## config.mk

```make
export PLATFORM = sky130hd
export DESIGN_NAME = flap_actuator_test_sequencer
export DESIGN_NICKNAME = d
export VERILOG_FILES = /design/src/hw/rtl/fats_pkg.sv /design/src/hw/rtl/flap_actuator_test_sequencer.sv
export SDC_FILE = /design/constraint.sdc
export NUM_CORES = 1
export LEC_CHECK = 0
export BUFFER_PORTS_ARGS = -buffer_cell sky130_fd_sc_hd__buf_2
export CAP_MARGIN = 20
export CORE_MARGIN = 1.5
export CORE_UTILIZATION = 50
export CTS_BUF_LIST = sky130_fd_sc_hd__clkbuf_8
export DETAILED_ROUTE_END_ITERATION = 6
export GPL_TIMING_DRIVEN = 0
export PLACE_DENSITY_LB_ADDON = 0.15
export SLEW_MARGIN = 40
export SYNTH_ARGS = -nofsm -noshare
export SYNTH_HDL_FRONTEND = slang
export SYNTH_SLANG_ARGS = --single-unit
export TNS_END_PERCENT = 1
```

## constraint.sdc

```tcl
create_clock -name clk -period 2.2 [get_ports clk]
set_clock_uncertainty 0.1 [all_clocks]
set_input_delay 0.22 -clock clk [delete_from_list [all_inputs] [get_ports clk]]
set_output_delay 0.22 -clock clk [all_outputs]
set_load 0.02 [all_outputs]
```

## src/hw/rtl/fats_pkg.sv

```systemverilog
// ----------------------------------------------------------------------------
// fats_pkg - flap actuator test sequencer definitions
// Phase codes, register indexes, limits and the status flag record.
// ----------------------------------------------------------------------------
package fats_pkg;

    // Sequencer phase codes
    localparam logic [1:0] PH_IDLE  = 2'd0;
    localparam logic [1:0] PH_OPEN  = 2'd1;
    localparam logic [1:0] PH_CLOSE = 2'd2;
    localparam logic [1:0] PH_END   = 2'd3;

    // Register indexes (byte address / 4)
    localparam logic [1:0] REG_OPEN_DELAY  = 2'd0;
    localparam logic [1:0] REG_CLOSE_DELAY = 2'd1;
    localparam logic [1:0] REG_END_HOLD    = 2'd2;
    localparam logic [1:0] REG_TEST_CODE   = 2'd3;

    // Register reset values
    localparam logic [7:0] OPEN_DELAY_RST  = 8'd100;
    localparam logic [7:0] CLOSE_DELAY_RST = 8'd50;
    localparam logic [7:0] END_HOLD_RST    = 8'd50;
    localparam logic [7:0] TEST_CODE_RST   = 8'd0;

    // Countdown limits applied at load time
    localparam logic [7:0] OPEN_MAX  = 8'd100;
    localparam logic [7:0] CLOSE_MAX = 8'd50;
    localparam logic [7:0] HOLD_MAX  = 8'd50;

    // Position command values
    localparam logic [7:0] CMD_MAX   = 8'd3;
    localparam logic [1:0] CMD_OPEN  = 2'd3;
    localparam logic [1:0] CMD_CLOSE = 2'd2;

    // Measured flap positions
    localparam logic [7:0] POS_OPEN_A  = 8'd0;
    localparam logic [7:0] POS_CLOSED  = 8'd1;
    localparam logic [7:0] POS_BLOCKED = 8'd2;
    localparam logic [7:0] POS_OPEN_B  = 8'd3;

    typedef struct packed {
        logic in_progress;
        logic active;
        logic complete;
        logic blocked_open;
        logic flap_failed;
        logic stays_open;
    } flags_t;

endpackage

```

## src/hw/rtl/flap_actuator_test_sequencer.sv

```systemverilog
// ----------------------------------------------------------------------------
// flap_actuator_test_sequencer - service-tool flap actuator test
// Walks idle, opening, closing and end phases on periodic ticks, latches
// verdicts on the measured flap position and drives the position command.
// ----------------------------------------------------------------------------
// One tick is one input transaction. The block takes a tick in every cycle
// unless in_stall is raised, and returns one result per tick: the tick is
// captured in an input register at the accepting edge, the phase logic works
// on the input register and its outcome is loaded into the result register,
// which is also the sequencer state, when that register is empty or being
// taken. Throughput is one tick per clock while neither side is stalled; a
// stall on the result side backs up into the input register before the input
// side is stalled. The user must write the registers through the APB port
// only while no tick is in flight; the block itself does not enforce it.
// ----------------------------------------------------------------------------
module flap_actuator_test_sequencer (
    input  logic        clk,
    input  logic        rst_n,

    // tick channel
    input  logic        in_valid,
    output logic        in_stall,
    input  logic        service_enable,
    input  logic [7:0]  action_code,
    input  logic [7:0]  flap_position,
    input  logic [7:0]  position_request,

    // result channel
    output logic        out_valid,
    input  logic        out_stall,
    output logic [1:0]  test_phase,
    output logic        test_in_progress,
    output logic        actuator_active,
    output logic        test_complete,
    output logic        blocked_open,
    output logic        flap_failed,
    output logic        stays_open,
    output logic [1:0]  position_command,

    // configuration
    input  logic        psel,
    input  logic        penable,
    input  logic        pwrite,
    input  logic [3:0]  paddr,
    input  logic [31:0] pwdata,
    output logic [31:0] prdata,
    output logic        pready
);
    import fats_pkg::*;

    // Configuration registers
    logic [7:0] open_delay_reg;
    logic [7:0] close_delay_reg;
    logic [7:0] end_hold_reg;
    logic [7:0] test_code_reg;

    // Input stage
    logic       s1_valid_reg;
    logic       s1_enable_reg;
    logic [7:0] s1_code_reg;
    logic [7:0] s1_pos_reg;
    logic [7:0] s1_req_reg;

    // Sequencer state, doubles as the result register
    logic       out_valid_reg;
    logic [1:0] phase_reg,       phase_next;
    logic [6:0] open_timer_reg,  open_timer_next;
    logic [5:0] close_timer_reg, close_timer_next;
    logic [5:0] hold_timer_reg,  hold_timer_next;
    flags_t     flags_reg,       flags_next;
    logic [1:0] command_reg,     command_next;

    logic       cfg_write;
    logic       advance;
    logic       en;
    logic [1:0] req_clamp;
    logic [6:0] open_load;
    logic [5:0] close_load;
    logic [5:0] hold_load;

    // ---------------------------------------------------------------- config
    assign pready    = 1'b1;
    assign cfg_write = psel && penable && pwrite && pready;

    always_ff @(posedge clk or negedge rst_n)
    begin
        if (!rst_n)
        begin
            open_delay_reg  <= OPEN_DELAY_RST;
            close_delay_reg <= CLOSE_DELAY_RST;
            end_hold_reg    <= END_HOLD_RST;
            test_code_reg   <= TEST_CODE_RST;
        end
        else if (cfg_write)
        begin
            unique case (paddr[3:2])
                REG_OPEN_DELAY:  open_delay_reg  <= pwdata[7:0];
                REG_CLOSE_DELAY: close_delay_reg <= pwdata[7:0];
                REG_END_HOLD:    end_hold_reg    <= pwdata[7:0];
                REG_TEST_CODE:   test_code_reg   <= pwdata[7:0];
                default:         ;
            endcase
        end
    end

    always_comb
    begin
        unique case (paddr[3:2])
            REG_OPEN_DELAY:  prdata = {24'd0, open_delay_reg};
            REG_CLOSE_DELAY: prdata = {24'd0, close_delay_reg};
            REG_END_HOLD:    prdata = {24'd0, end_hold_reg};
            REG_TEST_CODE:   prdata = {24'd0, test_code_reg};
            default:         prdata = 32'd0;
        endcase
    end

    // ----------------------------------------------------------- handshakes
    // Advance the input stage into the result register whenever the result
    // register is empty or being taken; stall input only when both are full.
    assign advance  = s1_valid_reg && (!out_valid_reg || !out_stall);
    assign in_stall = s1_valid_reg && out_valid_reg && out_stall;

    always_ff @(posedge clk or negedge rst_n)
    begin
        if (!rst_n)
        begin
            s1_valid_reg  <= 1'b0;
            out_valid_reg <= 1'b0;
        end
        else
        begin
            if (!in_stall)
            begin
                s1_valid_reg <= in_valid;
            end
            if (advance)
            begin
                out_valid_reg <= 1'b1;
            end
            else if (!out_stall)
            begin
                out_valid_reg <= 1'b0;
            end
        end
    end

    // Capture the tick payload; hold it while stalled
    always_ff @(posedge clk)
    begin
        if (in_valid && !in_stall)
        begin
            s1_enable_reg <= service_enable;
            s1_code_reg   <= action_code;
            s1_pos_reg    <= flap_position;
            s1_req_reg    <= position_request;
        end
    end

    // ----------------------------------------------------------- phase logic
    assign en        = s1_enable_reg && (s1_code_reg == test_code_reg);
    assign req_clamp = (s1_req_reg > CMD_MAX) ? CMD_MAX[1:0] : s1_req_reg[1:0];
    assign open_load = (open_delay_reg > OPEN_MAX) ? OPEN_MAX[6:0]
                                                   : open_delay_reg[6:0];
    assign close_load = (close_delay_reg > CLOSE_MAX) ? CLOSE_MAX[5:0]
                                                      : close_delay_reg[5:0];
    assign hold_load  = (end_hold_reg > HOLD_MAX) ? HOLD_MAX[5:0]
                                                  : end_hold_reg[5:0];

    always_comb
    begin
        phase_next       = phase_reg;
        open_timer_next  = open_timer_reg;
        close_timer_next = close_timer_reg;
        hold_timer_next  = hold_timer_reg;
        flags_next       = flags_reg;
        command_next     = command_reg;

        unique case (phase_reg)
            PH_IDLE:
            begin
                if (en)
                begin
                    // Start a test: clear old verdicts, keep the completion flag
                    flags_next.in_progress  = 1'b1;
                    flags_next.active       = 1'b1;
                    flags_next.blocked_open = 1'b0;
                    flags_next.flap_failed  = 1'b0;
                    flags_next.stays_open   = 1'b0;
                    phase_next              = PH_OPEN;
                    command_next            = CMD_OPEN;
                    open_timer_next         = open_load;
                end
                else
                begin
                    command_next = req_clamp;
                end
            end
            PH_OPEN:
            begin
                if (!en)
                begin
                    phase_next             = PH_IDLE;
                    flags_next.in_progress = 1'b0;
                    flags_next.active      = 1'b0;
                    flags_next.complete    = 1'b0;
                    command_next           = req_clamp;
                end
                else if (s1_pos_reg == POS_CLOSED)
                begin
                    phase_next       = PH_CLOSE;
                    command_next     = CMD_CLOSE;
                    close_timer_next = close_load;
                end
                else if (open_timer_reg <= 7'd1)
                begin
                    // Timeout: only known not-closed positions end the test
                    if (s1_pos_reg == POS_OPEN_A || s1_pos_reg == POS_BLOCKED ||
                        s1_pos_reg == POS_OPEN_B)
                    begin
                        hold_timer_next     = hold_load;
                        phase_next          = PH_END;
                        flags_next.complete = 1'b1;
                        flags_next.active   = 1'b0;
                        command_next        = req_clamp;
                        if (s1_pos_reg == POS_BLOCKED)
                        begin
                            flags_next.blocked_open = 1'b1;
                        end
                        else
                        begin
                            flags_next.flap_failed = 1'b1;
                        end
                    end
                end
                else
                begin
                    open_timer_next = open_timer_reg - 7'd1;
                end
            end
            PH_CLOSE:
            begin
                if (!en)
                begin
                    phase_next             = PH_IDLE;
                    flags_next.in_progress = 1'b0;
                    flags_next.active      = 1'b0;
                    flags_next.complete    = 1'b0;
                    command_next           = req_clamp;
                end
                else if (close_timer_reg <= 6'd1)
                begin
                    if (s1_pos_reg != POS_OPEN_A)
                    begin
                        flags_next.stays_open = 1'b1;
                    end
                    hold_timer_next     = hold_load;
                    phase_next          = PH_END;
                    flags_next.complete = 1'b1;
                    flags_next.active   = 1'b0;
                    command_next        = req_clamp;
                end
                else
                begin
                    close_timer_next = close_timer_reg - 6'd1;
                end
            end
            PH_END:
            begin
                // Re-arm only once the hold has run out and the test is enabled
                if (en && hold_timer_reg == 6'd0)
                begin
                    phase_next             = PH_IDLE;
                    flags_next.in_progress = 1'b0;
                    flags_next.active      = 1'b0;
                    flags_next.complete    = 1'b0;
                    command_next           = req_clamp;
                end
                else
                begin
                    if (hold_timer_reg != 6'd0)
                    begin
                        hold_timer_next = hold_timer_reg - 6'd1;
                    end
                    command_next = req_clamp;
                end
            end
            default:
            begin
                phase_next = PH_IDLE;
            end
        endcase
    end

    // Update state only when a tick moves into the result register, so the
    // state always matches the result on display.
    always_ff @(posedge clk or negedge rst_n)
    begin
        if (!rst_n)
        begin
            phase_reg       <= PH_IDLE;
            open_timer_reg  <= '0;
            close_timer_reg <= '0;
            hold_timer_reg  <= '0;
            flags_reg       <= '0;
            command_reg     <= '0;
        end
        else if (advance)
        begin
            phase_reg       <= phase_next;
            open_timer_reg  <= open_timer_next;
            close_timer_reg <= close_timer_next;
            hold_timer_reg  <= hold_timer_next;
            flags_reg       <= flags_next;
            command_reg     <= command_next;
        end
    end

    // ---------------------------------------------------------------- result
    assign out_valid        = out_valid_reg;
    assign test_phase       = phase_reg;
    assign test_in_progress = flags_reg.in_progress;
    assign actuator_active  = flags_reg.active;
    assign test_complete    = flags_reg.complete;
    assign blocked_open     = flags_reg.blocked_open;
    assign flap_failed      = flags_reg.flap_failed;
    assign stays_open       = flags_reg.stays_open;
    assign position_command = command_reg;

endmodule

```

==> results of run 1 <==
[cell type report]
cell class / count / area, µm² / share of cell area, %
multi-input cells: 299 / 2352 / 39.05
clock buffers: 10 / 137.6 / 2.285
repair buffers: 98 / 683.2 / 11.34
plain buffers: 34 / 246.5 / 4.092
inverters: 14 / 57.56 / 0.9555
well taps: 111 / 138.9 / 2.306
clock inverters: 6 / 66.31 / 1.101
flip-flops and latches: 88 / 2341 / 38.87
[worst min-delay path by stage]
stage                                          end           start  cells after the start  slack [ps]
floorplan              actuator_active$_DFFE_PN0P_           rst_n                      0        -180
global placement          s1_code_reg[5]$_DFFE_PP_  action_code[5]                      1         300
detailed placement   open_timer_reg[6]$_DFFE_PN0P_           rst_n                      1          90
CTS                          out_valid$_DFFE_PN0P_       out_stall                      3           9
global route        close_delay_reg[5]$_DFFE_PN1P_       pwdata[5]                      2          30
finish                       out_valid$_DFFE_PN0P_       out_stall                      3          20
[layer usage]
| metal | vias to the layer above | share of wire [%] |
|---|---|---|
| met3 | 16 | 4.7 |
| met5 | - | 0 |
| met1 | 1776 | 45 |
| met4 | 0 | 1.5 |
| li1 | 1734 | - |
| met2 | 112 | 49 |
[where the power goes]
group	internal, mW	switching, mW	total (mW)	leakage [nW]
Sequential	1.99	0.295	2.29	1.01
Combinational	0.796	0.932	1.73	1.48
Clock	0.560	0.607	1.17	0.0970
Total	3.35	1.83	5.18	2.59
[logic make-up after synthesis]
family / after synthesis / share of synthesized area, %
AOI/OAI and AO/OA: 84 / 12.46
muxes: 47 / 13.10
and+or+nand+nor: 123 / 13.56
buffers and inverters: 50 / 6.338
DFF: 88 / 49.77
adders and majority gates: 11 / 2.929
other: 2 / 0.1598
xor gates and xnor gates: 9 / 1.678
[per-stage QoR]
step	setup WS [ps]	power [mW]	cell area, µm²
5_1_grt	-294.9	5.462	6023
6_report	-192.0	5.183	6023
4_1_cts	-222.5	5.122	5889
2_1_floorplan	-24.22	3.353	4802
3_5_place_dp	-386.3	3.826	5280
3_3_place_gp	-327.8	3.777	5246
[cells in the mapped netlist, drive strengths merged, types with 2 or more instances]
library cell | number | share of area (%)
dfrtp | 54 | 29
a41oi | 4 | 0.75
dfstp | 9 | 5.0
nor3 | 11 | 1.4
nor2 | 36 | 2.9
o22a | 2 | 0.37
conb | 2 | 0.16
buf | 31 | 4.8
mux2i | 3 | 0.64
nand2 | 26 | 2.1
nand2b | 8 | 1.1
mux4 | 8 | 3.8
nand4 | 5 | 0.67
xnor2 | 9 | 1.7
or3 | 6 | 0.80
nor4 | 5 | 0.99
o21a | 3 | 0.48
clkbuf | 5 | 0.40
a21o | 2 | 0.32
inv | 13 | 1.0
a31oi | 5 | 0.67
o22ai | 2 | 0.56
a21boi | 2 | 0.32
o31ai | 4 | 0.75
o21ai | 23 | 2.5
o2bb2ai | 4 | 0.75
mux2 | 36 | 8.6
nor2b | 4 | 0.53
ha | 11 | 2.9
a211o | 2 | 0.37
edfxtp | 25 | 16
nand3 | 16 | 1.8
a21oi | 15 | 1.7
a221oi | 2 | 0.37
a22oi | 4 | 0.64
[worst register-to-register path: stages, from the launching register on]
cell and delay [ps]:
edfxtp_1 420, xnor2_2 220, nand4_1 150, or3_4 430
or4b_4 590, buf_12 170, o22ai_4 150, nor3_2 50
[repair_timing]
item                       4_1_cts  5_1_grt
setup endpoints to repair       25       28
hold endpoints to repair        54        0
setup buffers                    6        2
gates cloned                     0        1
gates resized for setup         17       27
pin swaps                       10       13
hold buffers                    27        0
==> results.cfg, run 1 <==
[place]
numPortBuffers = 61
detailed_place_hpwl_mm = 7.715
routabilityCongestion = 0.8840
place.detailed.instances = 610

[critical_path]
timing.setup.critical_path_class = reg -> reg
r2r_slack_ps = -190
worstSetupStartpointType = flop
worstPathCellList = xnor2_2 -> nand4_1 -> or3_4 -> or4b_4 -> buf_12 -> o22ai_4 -> nor3_2
worstPathArrival_ps = 2540
timing.rr.start = s1_code_reg[6]$_DFFE_PP_
critical-path-slowest-cell = or4b_4
critPathRequiredTime_ps = 2350
cp-startpoint = s1_code_reg[6]$_DFFE_PP_
worst-path-stages = 7
timing.critical_path.max_delay_family = simple AND/OR/NAND/NOR gates
r2r.worst_path.cells = 7
crit_path_max_incr_delay_ps = 590
reg2reg_to = close_timer_reg[5]$_DFFE_PN0P_
crit_fanout = 5
critPathBufInv = 1
setup.worst_path.end_class = flop
timing.critical_path.to = close_timer_reg[5]$_DFFE_PN0P_

[cells_and_area]
filler_cells_inserted = 716
layout.cells.most_common_list = buf_2 (60), dfrtp_1 (52), mux2_2 (36), nor2_1 (35), buf_4 (34)
antenna-diode-count = 0
area_growth_syn_to_layout_pct = 28.20
final_layout_size_suffix_gt1_share_pct = 38.62
postLayoutCoreUtil_pct = 65.81
layout.cells.most_common = buf_2
layout.cells.non_filler = 660
nets = 623

[synthesis]
synth.yosys.warnings = 0
synth_enable_flop_cells = 25
yosys.cell_types.count = 62
postSynthCellCount = 414
synth_area_per_cell_um2 = 11.35
netlist_area_um2 = 4698
ys_ff_latch = 88
share_of_synthesized_registers_carrying_an_async_set_or_reset_pct = 71.59
yosys_most_used_dff = dfrtp_1
ys_seq_area_share_pct = 49.77

[floorplan]
floorplan.initialDensity_pct = 51.33
floorplan.io_pins = 113
row_cnt = 35
die_h_um = 99.94
floorplan.die_area_um2 = 9987
fp.coreArea_um2 = 9153
die_extent_in_x_um = 99.94

[cts]
clkLatencyLatePin_ps = 360
cts_made_buffers = 9
htree_levels = 3
clock-root-buffer = clkbuf_8
cts_num_sinks = 88
cts.path.max_buffers = 2
cts_tree = done
cts.clk_slew.worst_paths_ps = 90

[drt]
post_drt_via_cell_ratio = 5.512
routed-via-count = 3638
avgRoutedWirePerCell_um = 16.21
dr.first_iter.drc_count = 220
dr.pass1.iters = 6
drc = 0
totalWireLength_mm = 10.70
antenna_left = 0

[global_routing]
global_route.peak_usage_layer = met2
grtUsageMet2_pct = 38.25
met3_grt_util_pct = 4.318
routing_usage_on_met1_pct = 29.81
overall_fraction_of_global_route_tracks_in_use_pct = 22.60
antenna_found_initial = 0
grt_pass1_vias = 3533
grt_max_degree = 36
global_route_wire_length_before_repair_mm = 17.34
overflow = 0

[sta]
maxClockFrequency_mhz = 418.1
fin_worst_hold_slack_ps = 23.97
tightest_slew_ps = 674.7
slew_viol_final = 0
post-route-min-period_ps = 2392
rsz_0062_raised_after_global_routing = yes
timing.slew.headroom_pct = 55.02
fin_crit_sh_pct = 108.7
final-setup-viol-count = 16
fin_tns_setup_ps = -1983
timing.final.hold_violations = 0
final.setup.worst_slack_ps = -192.0

[run]
maxCapViolations = 0

[power]
power.density_cell_area_nw_per_um2 = 860.4
power.ir.vdd_worst_v = 0.0005107
leakagePower_nw = 2.593

[outcome]
result_of_the_run = finished, violations left
failed_checks = setup timing

[hold_path]
hold_class = in -> reg
(Power assumes the default switching activity.)
==> inputs of run 2 (changes only) <==
--- a/config.mk
+++ b/config.mk
@@ -8,11 +8,12 @@
 export BUFFER_PORTS_ARGS = -buffer_cell sky130_fd_sc_hd__buf_2
 export CAP_MARGIN = 20
 export CORE_MARGIN = 1.5
-export CORE_UTILIZATION = 50
+export CORE_UTILIZATION = 56
 export CTS_BUF_LIST = sky130_fd_sc_hd__clkbuf_8
 export DETAILED_ROUTE_END_ITERATION = 6
 export GPL_TIMING_DRIVEN = 0
 export PLACE_DENSITY_LB_ADDON = 0.15
+export SETUP_SLACK_MARGIN = 0.3
 export SLEW_MARGIN = 40
 export SYNTH_ARGS = -nofsm -noshare
 export SYNTH_HDL_FRONTEND = slang
==> constraint.sdc (replaced) <==
create_clock -name clk -period 2.6 [get_ports clk]
set_clock_uncertainty 0.1 [all_clocks]
set_input_delay 0.26 -clock clk [delete_from_list [all_inputs] [get_ports clk]]
set_output_delay 0.26 -clock clk [all_outputs]
set_load 0.02 [all_outputs]
==> run 2 against run 1 <==
Against the previous run: the flow now finishes without violations; final cell count grew 0.30%; critical path depth grew 1; maximum frequency shrank 1.8%; worst hold slack gained 30 ps; core utilization grew 7.9 points; global-route usage grew 4.1 points; design area is essentially flat; die area shrank 10%; combinational power shrank 14%; non-clock buffer count grew 8; wire length grew 5.2%; worst setup slack gained 360 ps; critical path type unchanged.
==> results.cfg, run 2 (synthesis results as in run 1) <==
[sta]
fin_tns_setup_ps = 0
final-setup-viol-count = 0
fin_worst_hold_slack_ps = 53.52
slew_viol_final = 0
post-route-min-period_ps = 2435
maxClockFrequency_mhz = 410.6
rsz_0062_raised_after_global_routing = yes
tightest_slew_ps = 860.9
timing.slew.headroom_pct = 42.16
final.setup.worst_slack_ps = 164.6
fin_crit_sh_pct = 93.67
timing.final.hold_violations = 0

[global_routing]
overflow = 0
antenna_found_initial = 0
grt_pass1_vias = 3619
grt_max_degree = 37
overall_fraction_of_global_route_tracks_in_use_pct = 26.66
global_route_wire_length_before_repair_mm = 17.91

[power]
share_seq_of_total_power_pct = 42.1
comb_power_share_pct = 32.4
power_mw = 4.593
switching_share_pct = 34.15
net-switching-power_mw = 1.569
leakagePower_nw = 2.639
share_clk_of_total_power_pct = 25.5
power.density_cell_area_nw_per_um2 = 762.1
cellInternalPower_mw = 3.025
power.ir.vdd_worst_v = 0.0004748

[cts]
cts_made_buffers = 9
cts_tree = done
cts.path.max_buffers = 2
clock-root-buffer = clkbuf_8
cts.clk_slew.worst_paths_ps = 90
clkLatencyLatePin_ps = 360
cts_num_sinks = 88
htree_levels = 3

[cells_and_area]
postLayoutCoreUtil_pct = 73.72
nets = 631
final_layout_size_suffix_gt1_share_pct = 37.70
antenna-diode-count = 0
layout.cells.most_common = buf_2
layout.cells.most_common_list = buf_2 (60), dfrtp_1 (50), buf_4 (41), mux2_2 (36), nor2_1 (33)
area_growth_syn_to_layout_pct = 28.28
layout.cells.non_filler = 662
post_route_design_area_um2 = 6027

[floorplan]
floorplan.initialDensity_pct = 57.47
fp.coreArea_um2 = 8175
floorplan.io_pins = 113
floorplan.die_area_um2 = 8948
die_h_um = 94.60
row_cnt = 33
die_extent_in_x_um = 94.60

[drt]
dr.first_iter.drc_count = 326
drt-met1-wl_mm = 4.662
dr.pass1.iters = 5
totalWireLength_mm = 11.26
wl_met3_um = 681
drc = 0
routed-wl-met2_mm = 5.656
avgRoutedWirePerCell_um = 17.01
routed-via-count = 3703
maxUsedRoutingLayer = met4
post_drt_via_cell_ratio = 5.594
antenna_left = 0

[place]
place.detailed.instances = 604
numPortBuffers = 61
dpl-instance-area_um2 = 5265
routabilityCongestion = 0.8751
dpl_worst_slack_ps = -68.37
detailed_place_hpwl_mm = 7.690

[critical_path]
r2r.worst_path.cells = 8
setup.worst_path.end_class = flop
reg2reg_to = close_timer_reg[5]$_DFFE_PN0P_
r2r_slack_ps = 160
critPathRequiredTime_ps = 2750
timing.rr.start = test_code_reg[4]$_DFFE_PN0P_
worstPathArrival_ps = 2590
timing.critical_path.to = close_timer_reg[5]$_DFFE_PN0P_
timing.setup.critical_path_class = reg -> reg
worstSetupStartpointType = flop
cp-startpoint = test_code_reg[4]$_DFFE_PN0P_
crit_fanout = 5

[outcome]
result_of_the_run = finished clean

[run]
maxCapViolations = 0

[hold_path]
hold_class = in -> reg
## run 2: cell count changes in the layout (fill, tap and decap cells not counted), sizes merged
cell / delta
buf: +8
bufinv: +2
clkbuf: -1
clkinvlp: -2
inv: +1
## run 2: layer usage
| layer | vias to the layer above | GRT usage [%] |
|---|---|---|
| met5 | - | 0 |
| met4 | 0 | 11.07 |
| met3 | 26 | 5.717 |
| met2 | 141 | 44.42 |
| met1 | 1783 | 33.81 |
| li1 | 1753 | - |
## run 2: worst min path at each step
stage | slack (ps) | end | from | cells after the start
after floorplan | -140 | actuator_active$_DFFE_PN0P_ | rst_n | 0
after global placement | 340 | s1_enable_reg$_DFFE_PP_ | service_enable | 1
after detailed placement | 110 | out_valid$_DFFE_PN0P_ | rst_n | 1
after CTS | 40 | out_valid$_DFFE_PN0P_ | out_stall | 3
after global routing | 80 | open_delay_reg[6]$_DFFE_PN1P_ | pwdata[6] | 2
final | 50 | end_hold_reg[1]$_DFFE_PN1P_ | pwdata[1] | 3
## run 2: worst max-delay path: stages (launching register included)
cell	delay (ps)
dfrtp_2	450
xnor2_2	210
nand4_1	170
or3_1	350
buf_6	140
or4b_4	550
buf_8	170
o22ai_4	150
nor3_2	50
## run 2: power by group through the flow
stage | clock [mW] | sequential (mW) | combinational [mW]
3_3_place_gp | 0 | 1.92 | 1.25
6_report | 1.17 | 1.93 | 1.49
3_5_place_dp | 0 | 1.94 | 1.30
4_1_cts | 1.19 | 1.92 | 1.45
2_1_floorplan | 0 | 1.91 | 0.914
5_1_grt | 1.23 | 1.96 | 1.62
## run 2: timing repair
| action | 4_1_cts | 5_1_grt |
|---|---|---|
| setup endpoints to repair | 24 | 28 |
| pin swaps | 13 | 5 |
| buffers inserted | 12 | 2 |
| endpoints found under the hold margin | 53 | 0 |
| hold buffers | 27 | 0 |
| gates cloned | 1 | 0 |
| resized for setup | 18 | 11 |
## run 2: area by class of cell
type                    instances  area [µm²]
plain buffers                  36       256.5
clock buffers                   9       123.9
clock inverters                 7       123.9
fillers                       557        2148
inverters                      14       57.56
multi-input cells             299        2260
flip-flops and latches         88        2344
well taps                     105       131.4
repair buffers                104       730.7
